--- config.mk ---
export PLATFORM = sky130hd
export DESIGN_NAME = cascaded_interrupt_controller
export DESIGN_NICKNAME = d
export VERILOG_FILES = /design/src/sv/cic_pkg.sv /design/src/sv/cic_cascade.sv /design/src/sv/cascaded_interrupt_controller.sv
export VERILOG_INCLUDE_DIRS = /design/src /design/src/sv
export SDC_FILE = /design/constraint.sdc
export NUM_CORES = 1
export LEC_CHECK = 0
export ABC_AREA = 1
export BUFFER_PORTS_ARGS = -buffer_cell sky130_fd_sc_hd__buf_4
export CORE_ASPECT_RATIO = 0.75
export CORE_MARGIN = 2
export CORE_UTILIZATION = 58
export CTS_BUF_LIST = sky130_fd_sc_hd__clkbuf_16
export CTS_CLUSTER_DIAMETER = 150
export DETAILED_ROUTE_END_ITERATION = 7
export GPL_TIMING_DRIVEN = 1
export MAX_ROUTING_LAYER = met4
export PLACE_DENSITY = 0.76
export SETUP_SLACK_MARGIN = 0.4
export SYNTH_ARGS = -nofsm -noshare
export SYNTH_HDL_FRONTEND = slang
export SYNTH_SLANG_ARGS = --single-unit
--- constraint.sdc ---
create_clock -name clk_i -period 7.2 [get_ports clk_i]
set_clock_uncertainty 0.05 [all_clocks]
set_input_delay 0.72 -clock clk_i [delete_from_list [all_inputs] [get_ports clk_i]]
set_output_delay 0.72 -clock clk_i [all_outputs]
set_load 0.05 [all_outputs]
--- src/sv/assert_macros.svh ---
// Assertion helpers for the controller RTL.
`ifndef ASSERT_MACROS_SVH
`define ASSERT_MACROS_SVH

// Same-cycle implication, checked outside reset.
`define ASSERT_IMPL(label, clk, rst_n, ante, cons) \
  label: assert property (@(posedge clk) disable iff (!rst_n) (ante) |-> (cons)) \
    else $error("assertion failed");

// Next-cycle implication, checked outside reset.
`define ASSERT_NEXT(label, clk, rst_n, ante, cons) \
  label: assert property (@(posedge clk) disable iff (!rst_n) (ante) |=> (cons)) \
    else $error("assertion failed");

`endif

--- src/sv/cic_pkg.sv ---
package cic_pkg;

  // CPU levels fed by the cascade and the serial lines
  localparam int VIA_CPU_LEVEL    = 2;
  localparam int SERIAL_CPU_LEVEL = 4;
  // summary bit of the drive flag register
  localparam int DRIVE_IRQ_BIT    = 7;

  localparam logic [7:0] DRV_EN_MASK  = 8'h03;
  localparam logic [7:0] DRV_SUM_MASK = 8'(1 << DRIVE_IRQ_BIT);
  localparam logic [6:0] SLOT_IDLE    = 7'h7F;

  // register indexes
  localparam logic [4:0] REG_VIA_FLAGS = 5'd13;
  localparam logic [4:0] REG_VIA_EN    = 5'd14;
  localparam logic [4:0] REG_SLOT      = 5'd15;
  localparam logic [4:0] REG_DRV_CLR   = 5'd16;
  localparam logic [4:0] REG_DRV_FLAGS = 5'd17;

  typedef enum logic [1:0] {
    REQ_READ  = 2'd0,
    REQ_WRITE = 2'd1,
    REQ_LINE  = 2'd2,
    REQ_ACK   = 2'd3
  } req_e;

  typedef enum logic [2:0] {
    GRP_SERIAL = 3'd0,
    GRP_DRIVE  = 3'd1,
    GRP_SLOT   = 3'd2,
    GRP_VIA    = 3'd3,
    GRP_CPU    = 3'd4
  } grp_e;

  typedef struct packed {
    req_e       req_type;
    logic [4:0] reg_index;
    logic [7:0] wdata;
    logic [2:0] src_group;
    logic [7:0] src_mask;
    logic       line_level;
  } item_t;

  typedef struct packed {
    logic [7:0] rdata;
    logic       cpu_request;
    logic [2:0] int_level;
  } result_t;

  typedef struct packed {
    logic [7:0] via_flags;
    logic [6:0] via_enables;
    logic [6:0] slot_flags_n;
    logic [6:0] slot_enables;
    logic [7:0] drive_flags;
    logic       drive_out;
    logic       slot_any;
    logic       via_out;
    logic [1:0] serial_lines;
    logic [7:0] cpu_levels;
    logic [2:0] served_level;
    logic       cpu_req;
  } state_t;

endpackage

--- src/sv/cic_cascade.sv ---
module cic_cascade (
  input  cic_pkg::state_t  state_i,
  input  cic_pkg::item_t   item_i,
  input  logic [7:0]       file_rdata_i,
  output cic_pkg::state_t  state_o,
  output cic_pkg::result_t result_o,
  output logic             file_we_o
);

  function automatic logic [2:0] cur_level(logic [7:0] lv);
    logic [2:0] r;
    r = '0;
    for (int i = 1; i < 8; i++) begin
      if (lv[i]) r = 3'(i);
    end
    return r;
  endfunction

  function automatic cic_pkg::state_t via_eval(cic_pkg::state_t s);
    cic_pkg::state_t t;
    logic act;
    t = s;
    act = |(t.via_flags[6:0] & t.via_enables);
    t.via_flags[7] = act;
    if (act != t.via_out) begin
      t.via_out = act;
      t.cpu_levels[cic_pkg::VIA_CPU_LEVEL] = act;
    end
    return t;
  endfunction

  function automatic cic_pkg::state_t slot_eval(cic_pkg::state_t s);
    cic_pkg::state_t t;
    logic act;
    t = s;
    act = |(~t.slot_flags_n);
    if (act != t.slot_any) begin
      t.slot_any = act;
      t.via_flags[1] = act;
      t = via_eval(t);
    end
    return t;
  endfunction

  function automatic cic_pkg::state_t drive_eval(cic_pkg::state_t s);
    cic_pkg::state_t t;
    logic act;
    t = s;
    act = (|(t.drive_flags & ~(cic_pkg::DRV_EN_MASK | cic_pkg::DRV_SUM_MASK)))
        && (|(t.drive_flags & cic_pkg::DRV_EN_MASK));
    t.drive_flags[cic_pkg::DRIVE_IRQ_BIT] = act;
    if (act != t.drive_out) begin
      t.drive_out = act;
      t.slot_flags_n[0] = ~act;
      t = slot_eval(t);
    end
    return t;
  endfunction

  always_comb begin
    cic_pkg::state_t s;
    logic [7:0] rd;
    logic [7:0] m;
    s = state_i;
    rd = '0;
    m = '0;
    file_we_o = 1'b0;
    case (item_i.req_type)
      cic_pkg::REQ_READ: begin
        if (item_i.reg_index == cic_pkg::REG_VIA_FLAGS) rd = s.via_flags;
        else if (item_i.reg_index == cic_pkg::REG_VIA_EN) rd = {1'b1, s.via_enables};
        else if (item_i.reg_index == cic_pkg::REG_SLOT) rd = {1'b0, s.slot_flags_n};
        else if (!item_i.reg_index[4]) rd = file_rdata_i;
        else if (item_i.reg_index == cic_pkg::REG_DRV_FLAGS) rd = s.drive_flags;
      end
      cic_pkg::REQ_WRITE: begin
        if (item_i.reg_index == cic_pkg::REG_VIA_FLAGS) begin
          s.via_flags[6:0] = s.via_flags[6:0] & ~item_i.wdata[6:0];
          s = via_eval(s);
        end else if (item_i.reg_index == cic_pkg::REG_VIA_EN) begin
          if (item_i.wdata[7]) s.via_enables = s.via_enables | item_i.wdata[6:0];
          else s.via_enables = s.via_enables & ~item_i.wdata[6:0];
          s = via_eval(s);
        end else if (item_i.reg_index == cic_pkg::REG_SLOT) begin
          if (item_i.wdata[7]) s.slot_enables = s.slot_enables | item_i.wdata[6:0];
          else s.slot_enables = s.slot_enables & ~item_i.wdata[6:0];
        end else if (!item_i.reg_index[4]) begin
          file_we_o = 1'b1;
        end else if (item_i.reg_index == cic_pkg::REG_DRV_CLR) begin
          s.drive_flags = s.drive_flags & ~item_i.wdata;
          s = drive_eval(s);
        end else if (item_i.reg_index == cic_pkg::REG_DRV_FLAGS) begin
          s.drive_flags = (s.drive_flags & ~(item_i.wdata & ~cic_pkg::DRV_EN_MASK))
                        | (item_i.wdata & cic_pkg::DRV_EN_MASK);
          s = drive_eval(s);
        end
      end
      cic_pkg::REQ_LINE: begin
        case (item_i.src_group)
          cic_pkg::GRP_SERIAL: begin
            if (item_i.line_level) s.serial_lines = s.serial_lines | item_i.src_mask[1:0];
            else s.serial_lines = s.serial_lines & ~item_i.src_mask[1:0];
            s.cpu_levels[cic_pkg::SERIAL_CPU_LEVEL] = |s.serial_lines;
          end
          cic_pkg::GRP_DRIVE: begin
            m = item_i.src_mask & ~(cic_pkg::DRV_EN_MASK | cic_pkg::DRV_SUM_MASK);
            if (item_i.line_level) s.drive_flags = s.drive_flags | m;
            else s.drive_flags = s.drive_flags & ~m;
            s = drive_eval(s);
          end
          cic_pkg::GRP_SLOT: begin
            if (item_i.line_level) s.slot_flags_n = s.slot_flags_n & ~item_i.src_mask[6:0];
            else s.slot_flags_n = s.slot_flags_n | item_i.src_mask[6:0];
            s = slot_eval(s);
          end
          cic_pkg::GRP_VIA: begin
            if (item_i.line_level) s.via_flags[6:0] = s.via_flags[6:0] | item_i.src_mask[6:0];
            else s.via_flags[6:0] = s.via_flags[6:0] & ~item_i.src_mask[6:0];
            s = via_eval(s);
          end
          cic_pkg::GRP_CPU: begin
            if (item_i.line_level) s.cpu_levels = s.cpu_levels | item_i.src_mask;
            else s.cpu_levels = s.cpu_levels & ~item_i.src_mask;
          end
          default: begin
          end
        endcase
      end
      cic_pkg::REQ_ACK: begin
        s.served_level = cur_level(s.cpu_levels);
        s.cpu_req = 1'b0;
      end
      default: begin
      end
    endcase
    if (cur_level(s.cpu_levels) != s.served_level) s.cpu_req = 1'b1;
    state_o = s;
    result_o.rdata = rd;
    result_o.cpu_request = s.cpu_req;
    result_o.int_level = cur_level(s.cpu_levels);
  end

endmodule

--- src/sv/cascaded_interrupt_controller.sv ---
// Cascaded interrupt controller: drive flags -> slot flags -> VIA flag/enable
// pair -> CPU level register, with two serial lines on their own CPU level.
//
// Requests come in on the s_axis channel: tuser carries the kind (register
// read, register write, source line change, CPU acknowledge) and tdata the
// register index, write byte, source group, line mask and line level. Each
// request yields exactly one result on the m_axis channel: read data (zero
// for anything but a read), the CPU request line and the highest active level.
//
// Flow: the accepting edge loads the input register; once the result register
// is free, the request is pushed through the cascade into the result register.
// Throughput is one request per cycle while the receiver takes each result; the
// whole cascade settles in a single pass of logic between those two registers,
// updating the state at the same edge that loads the result.
//
// Reset clears all flags, enables, levels and the 16-byte register file, and
// sets every active-low slot line idle. When the receiver stalls, the result
// holds and the input register still accepts one more request; after that
// s_axis_tready_o drops until the result is taken.
`include "assert_macros.svh"

module cascaded_interrupt_controller (
  input  logic        clk_i,
  input  logic        rst_ni,
  input  logic        s_axis_tvalid_i,
  output logic        s_axis_tready_o,
  // [4:0] reg_index, [12:5] wdata, [15:13] src_group, [23:16] src_mask,
  // [24] line_level, [31:25] zero
  input  logic [31:0] s_axis_tdata_i,
  // [1:0] req_type
  input  logic [1:0]  s_axis_tuser_i,
  output logic        m_axis_tvalid_o,
  input  logic        m_axis_tready_i,
  // [7:0] rdata, [8] cpu_request, [11:9] int_level, [15:12] zero
  output logic [15:0] m_axis_tdata_o
);

  cic_pkg::item_t   in_q;
  logic             in_vld_q;
  cic_pkg::result_t out_q, out_d;
  logic             out_vld_q;
  cic_pkg::state_t  state_q, state_d;
  logic [7:0]       via_file_q [16];
  logic             file_we;
  logic             advance;

  // Move the held request through the cascade when the result slot frees up.
  assign advance         = in_vld_q && (!out_vld_q || m_axis_tready_i);
  assign s_axis_tready_o = !in_vld_q || advance;

  // Capture the request; payload needs no reset.
  always_ff @(posedge clk_i or negedge rst_ni) begin
    if (!rst_ni) begin
      in_vld_q <= 1'b0;
    end else if (s_axis_tready_o) begin
      in_vld_q <= s_axis_tvalid_i;
    end
  end

  always_ff @(posedge clk_i) begin
    if (s_axis_tvalid_i && s_axis_tready_o) begin
      in_q.req_type   <= cic_pkg::req_e'(s_axis_tuser_i);
      in_q.reg_index  <= s_axis_tdata_i[4:0];
      in_q.wdata      <= s_axis_tdata_i[12:5];
      in_q.src_group  <= s_axis_tdata_i[15:13];
      in_q.src_mask   <= s_axis_tdata_i[23:16];
      in_q.line_level <= s_axis_tdata_i[24];
    end
  end

  cic_cascade u_cascade (
    .state_i      (state_q),
    .item_i       (in_q),
    .file_rdata_i (via_file_q[in_q.reg_index[3:0]]),
    .state_o      (state_d),
    .result_o     (out_d),
    .file_we_o    (file_we)
  );

  // Commit the cascade state and the register file together with the result.
  always_ff @(posedge clk_i or negedge rst_ni) begin
    if (!rst_ni) begin
      state_q <= '{slot_flags_n: cic_pkg::SLOT_IDLE, default: '0};
      for (int i = 0; i < 16; i++) begin
        via_file_q[i] <= '0;
      end
    end else if (advance) begin
      state_q <= state_d;
      if (file_we) begin
        via_file_q[in_q.reg_index[3:0]] <= in_q.wdata;
      end
    end
  end

  // Result register: hold while the receiver stalls.
  always_ff @(posedge clk_i or negedge rst_ni) begin
    if (!rst_ni) begin
      out_vld_q <= 1'b0;
    end else if (advance) begin
      out_vld_q <= 1'b1;
    end else if (m_axis_tready_i) begin
      out_vld_q <= 1'b0;
    end
  end

  always_ff @(posedge clk_i) begin
    if (advance) begin
      out_q <= out_d;
    end
  end

  assign m_axis_tvalid_o = out_vld_q;
  assign m_axis_tdata_o  = {4'b0000, out_q.int_level, out_q.cpu_request, out_q.rdata};

  // The VIA summary bit always mirrors the VIA output to the CPU.
  `ASSERT_IMPL(a_via_summary, clk_i, rst_ni, 1'b1, state_q.via_flags[7] == state_q.via_out)
  // The drive summary bit always mirrors the drive output to the slot stage.
  `ASSERT_IMPL(a_drive_summary, clk_i, rst_ni, 1'b1,
               state_q.drive_flags[cic_pkg::DRIVE_IRQ_BIT] == state_q.drive_out)
  // The slot output follows its active-low lines.
  `ASSERT_IMPL(a_slot_any, clk_i, rst_ni, 1'b1, state_q.slot_any == (|(~state_q.slot_flags_n)))
  // A quiet request line means the shown level is the acknowledged one.
  `ASSERT_IMPL(a_req_quiet, clk_i, rst_ni, out_vld_q && !out_q.cpu_request,
               out_q.int_level == state_q.served_level)
  // A held request is never dropped while the result slot is full.
  `ASSERT_NEXT(a_hold_req, clk_i, rst_ni, in_vld_q && !advance, in_vld_q)

endmodule

---- Yosys cells after proc, flatten, opt, wreduce, memory -nomap -nowiden ----
Cells that the tools add are included.
cells by class
  equal/unequal tests ..................... 70
  bitwise operators ....................... 47
  magnitude comparators ................... 2
  reductions and logical operators ........ 46
  multiplexer cells ....................... 88
operators by type and width
  kind                count
  $mux 54             12
  $bwmux 128          1
  $pmux 40 s3         1
  $and 7x7->7         15
  $mux 7              15
  $pmux 50 s2         1
  $reduce_or 7->1     11
  $mux 8              9
  $not 7->7           9
  $or 7x7->7          5
  $bmux 8 s4          1
  $demux 8 s4         1
  $mux 3              10
  $ne 3x2->1 const B  9
  $reduce_and 13->1   2
  $mux 25             1
  $mux 1              24
  $reduce_and 6->1    4
  $mux 22             1
  $ne 5x1->1 const B  4
  $reduce_and 20->1   1
  $ne 2x2->1 const B  9
  $pmux 4 s4          1
  $reduce_and 16->1   1
  other kinds (48)    105
storage, ports and cells
  bits in registers ....................... 223

---- Longest topological paths before layout ----
  word-level depth ........................ 30
  mapped depth ............................ 27

---- By module ----
Synthesis repeated with hierarchy kept, for this count alone.
unflattened totals
  cell total of the unflattened synthesis .. 1897
  area total of the unflattened synthesis .. 13254.0 sq um
modules (own cells, without submodules)
  module                         area an instance (sq um)  sequential area each (sq um)  cells each  instances
  cascaded_interrupt_controller  9997.1                    5784.3                        1258        1
  cic_cascade                    3256.9                    0.0                           639         1

---- Worst setup path after synthesis ----
No wires, ideal clock.
  path type ............................... register to register
  start ................................... reg in_q[0] (netlist bit)
  end ..................................... reg out_q, in the netlist m_axis_tdata_o[8] (data pin)
  setup slack ............................. 4.459 ns
  stages on the path, launching flop included .. 23
  buffers on the path ..................... 1
  data required time ...................... 6.888 ns
  data arrival time ....................... 2.429 ns
  path through ............................ edfxtp_1 > buf_6 > clkinv_2 > nand2_1 > o21ai_1 > nand3_1 > nand2_2 > nand2_1 > ha_1 > nor2_1 > nand4_1 > nand2_1 > nand2_1 > nand2_1 > nand2_1 > a21oi_1 > nand2_2 > nand2_2 > nand2_1 > nand2_2 > nand3_1 > a21oi_2 > nand3_2
RTL lines
  what                  RTL line                              RTL
  start, declared       cascaded_interrupt_controller.sv:38   cic_pkg::item_t in_q;
  end signal, assigned  cascaded_interrupt_controller.sv:108  out_q <= out_d;
  end, declared         cascaded_interrupt_controller.sv:40   cic_pkg::result_t out_q, out_d;

==> impl_summary.log <==
[metrics] Syn-to-layout area delta: 10.1%
[metrics] overall overflow remaining after global route: 0
[metrics] share of the synthesized area in compound gates (AO/OA/AOI/OAI): 0.212
[metrics] gate count of the mapped netlist: between 1000 and 1500
[metrics] final-layout fill cell count: 1490
[metrics] detailed-route via count: 9356
[metrics] fraction of layout instances using a drive strength above 1: 0.0928
[metrics] part of the Yosys area used for sequential elements: 0.521
[metrics] count of inserted antenna diode cells: 0
[metrics] dpl hpwl: between 20000 and 25000 um
[metrics] Initial DRC Count: roughly 1100
[metrics] path category of the worst min-delay check: primary input to asynchronous set/reset pin
[metrics] kind of end point of the critical path: flip-flop
[metrics] post-synthesis instance area: roughly 11000 um^2
[metrics] later-pin clock latency in the skew report: between 500 and 600 ps
[metrics] Ports: between 50 and 60
[metrics] global-route wire length before repair: just under 50000 um
[metrics] largest fanout on the critical path: 36
[metrics] # hold bufs at CTS: 0
[metrics] number of cells traversed by the worst register-to-register path: 19
[metrics] actual slew at the worst max-slew pin: between 1000 and 1500 ps
[metrics] Die Height: ~120 um
[metrics] placeable core region: between 15000 and 20000 um^2
[metrics] number of rows created at floorplan: 42
[metrics] number of failing hold endpoints at the final stage: 0
[metrics] number of enable-type register cells in the synthesized netlist: 39
[metrics] antenna violations before repair: 0
[metrics] share of total power in the clock network: 0.335
[metrics] Place WS: 3500 ps
[metrics] count of synthesis-stage warnings from yosys: 0
[metrics] most used cells in the layout excluding fill and tap cells: sky130_fd_sc_hd__nand2_1, sky130_fd_sc_hd__o21ai_0, sky130_fd_sc_hd__dfrtp_1
[metrics] endpoint of the worst-slack reg-to-reg timing path: m_axis_tdata_o[8]$_DFFE_PP_
[metrics] Pins Over Slew Limit: 0
[metrics] maximum number of pins on one net before global-route repair: 107
[metrics] gr usage total: 0.337
[metrics] deepest level of the CTS H-tree: 1
[metrics] clock sink count: between 200 and 250
[metrics] P_sw: around 1.1 mW
[metrics] internal portion of total power: roughly 2.2 mW
[metrics] number of nets in the finished design: around 1300
[metrics] overall die area: 19500 um^2
[metrics] prevailing post-synth register cell: sky130_fd_sc_hd__dfrtp_1
[metrics] post-route setup TNS: 0 ps
[metrics] startpoint type of the worst setup path: flip-flop
[metrics] worst path setup slack after routing: between 3000 and 4000 ps
[metrics] type of the worst setup path: flip-flop to flip-flop
[metrics] clock buffer count from CTS: 21
[metrics] CTS tree: yes
[metrics] number of buffers inserted by port buffering: 44
[metrics] Routed WL per cell: between 20 and 25 um
[metrics] number of maximum-capacitance constraint violations: 0
[metrics] worst relative slew slack: 0.218
[metrics] share of flip-flops with an asynchronous set or reset: 0.818
[metrics] final WL: roughly 31000 um
[metrics] data required time at the worst endpoint: 7400 ps
[metrics] share of the clock period used by the worst path after layout: 0.538
[metrics] Final Wtd Congestion: 1.01
[metrics] data arrival time of the critical path: about 4100 ps
[metrics] via count of the first global-routing pass: 8590
[metrics] average size of a mapped cell: between 8 and 9 um^2
[metrics] areal power density over the cells: about 280 nW/um^2
[metrics] combinational group share of total power: 0.207
[metrics] combinational family with the most area after synthesis: compound AO/OA/AOI/OAI gates
[metrics] Pleak: just over 5 nW
[metrics] worst IR drop on VDD: 0.218 mV
[metrics] Final setup violation count: 0
[metrics] time the final worst path needs with I/O delays and setup: approximately 3900 ps
[metrics] adder and majority cell fraction of the synthesized area: 0.0164
[metrics] proportion of synthesized area in mux cells: 0.00106
[metrics] Sequential Power Share: 0.459
[metrics] internal reg-to-reg setup slack: around 3300 ps
[metrics] post-synthesis simple-gate area fraction: 0.178
[metrics] Avg Vias per Cell: 6.18
[metrics] net switching share of the total power: 0.327
[metrics] xor and xnor fraction of the mapped netlist area: 0.000821
[metrics] unrepaired setup endpoints after global routing: no
[metrics] most common cell after layout, fill and taps aside: sky130_fd_sc_hd__nand2_1
[metrics] number of synthesized register bits: approximately 210
[metrics] largest buffer count on any clock path: 3
[metrics] outcome: finished clean
[metrics] TritonRoute pass-1 iters: 6
[metrics] clock-pin slew on the worst setup and hold paths: about 70 ps
[metrics] Synth cell types: 52
[metrics] Initial Util: 0.599
[metrics] Die W: about 160 um
[metrics] maximum frequency from static timing analysis: about 260 MHz
[metrics] master cell of the clock root buffer: sky130_fd_sc_hd__clkbuf_16
[metrics] remaining design rule violation count: 0
[metrics] Detail Route Antenna Nets: 0
[metrics] PostCTS Resize Cnt: 0
[metrics] buffer count from post-CTS setup fixing: 0
[metrics] Reg2Reg Launch Point: in_q[20]$_DFFE_PP_
-- synthesized netlist by cell type, drive strengths merged, types with 7 or more instances --
cell | number | area [um^2]
a21oi | 59 | 299
a22oi | 58 | 435
a31oi | 11 | 68.8
buf | 9 | 62.6
clkbuf | 69 | 259
dfrtp | 168 | 4200
dfstp | 7 | 184
edfxtp | 39 | 1170
ha | 14 | 175
inv | 108 | 405
nand2 | 303 | 1160
nand3 | 57 | 290
nand4 | 7 | 43.8
nor2 | 67 | 264
nor3 | 14 | 81.3
o211ai | 13 | 97.6
o21a | 7 | 52.6
o21ai | 178 | 898
o22ai | 18 | 113
-- cell type report --
type / instances / area, um^2 / area share
timing repair buffer: 52 / 394 / 0.0336
clock buffer: 25 / 626 / 0.0533
clock inverter: 13 / 66.3 / 0.00565
multi-input combinational: 856 / 4370 / 0.372
inverter: 112 / 422 / 0.0359
tap: 242 / 303 / 0.0258
sequential: 214 / 5560 / 0.473
-- worst max-delay path by stage --
stage / cells after the start / start / end
after floorplan: 22 / in_q[0]$_DFFE_PP_ / m_axis_tdata_o[8]$_DFFE_PP_
after global placement: 17 / in_q[20]$_DFFE_PP_ / m_axis_tdata_o[8]$_DFFE_PP_
after detailed placement: 17 / in_q[20]$_DFFE_PP_ / m_axis_tdata_o[8]$_DFFE_PP_
after CTS: 19 / in_q[20]$_DFFE_PP_ / m_axis_tdata_o[8]$_DFFE_PP_
after global routing: 19 / in_q[20]$_DFFE_PP_ / m_axis_tdata_o[8]$_DFFE_PP_
final: 19 / in_q[20]$_DFFE_PP_ / m_axis_tdata_o[8]$_DFFE_PP_
-- flip-flops by register name, indices dropped and copies added (netlist names) --
name and count:
m_axis_tvalid_o 1, in_q 27, via_file_q 127, m_axis_tdata_o 12, state_q 46, in_vld_q 1
-- power groups by stage --
stage | Combinational (mW) | Sequential (mW) | Clock, mW
floorplan | 0.441 | 1.52 | 0
global placement | 0.654 | 1.52 | 0
detailed placement | 0.665 | 1.53 | 0
CTS | 0.669 | 1.51 | 1.11
global route | 0.757 | 1.52 | 1.16
finish | 0.681 | 1.51 | 1.10
-- logic make-up after synthesis --
group                    Yosys count
AND/OR/NAND/NOR                  456
AO/OA/AOI/OAI                    380
flip-flops                       214
buffers and inverters            190
adder cells (fa/ha/maj)           14
other                              1
XOR/XNOR                           1
multiplexers                       1
-- worst max-delay path: stages, from the launching register on --
cell and delay (ps):
sky130_fd_sc_hd__edfxtp_1 460, sky130_fd_sc_hd__nor2_2 130, sky130_fd_sc_hd__buf_4 400, sky130_fd_sc_hd__inv_2 40, sky130_fd_sc_hd__nor2_1 890, sky130_fd_sc_hd__nor2_1 440
sky130_fd_sc_hd__inv_1 350, sky130_fd_sc_hd__a21oi_1 70, sky130_fd_sc_hd__nand2_1 90, sky130_fd_sc_hd__nand2_1 70, sky130_fd_sc_hd__nand2_2 90, sky130_fd_sc_hd__nand2_2 50
sky130_fd_sc_hd__nand2_1 50, sky130_fd_sc_hd__nand2_1 50, sky130_fd_sc_hd__nand2_1 60, sky130_fd_sc_hd__nand2_1 80, sky130_fd_sc_hd__nand2_2 80, sky130_fd_sc_hd__nand2_2 50
sky130_fd_sc_hd__nand2_1 60, sky130_fd_sc_hd__nand3_2 70
-- through the flow --
step / utilization / cell area (um^2) / hold WS [ps] / cells / power, mW
global placement: 0.620 / 11000 / 315 / 1476 / 2.18
finish: 0.659 / 11700 / 292 / 1514 / 3.30
floorplan: - / 10700 / 374 / 1260 / 1.96
detailed placement: 0.620 / 11000 / 316 / 1476 / 2.19
CTS: 0.659 / 11700 / 323 / 1514 / 3.28
global route: 0.659 / 11700 / 321 / 1514 / 3.44
-- per-layer routing --
metal | track usage | share of wire | vias to the layer above
met3 | 0.0848 | 0.13 | 44
met4 | 0.0602 | 0.017 | 0
met1 | 0.537 | 0.47 | 4436
met2 | 0.433 | 0.38 | 569
li1 | - | - | 4307
met5 | - | 0 | -
(Power assumes the default switching activity.)
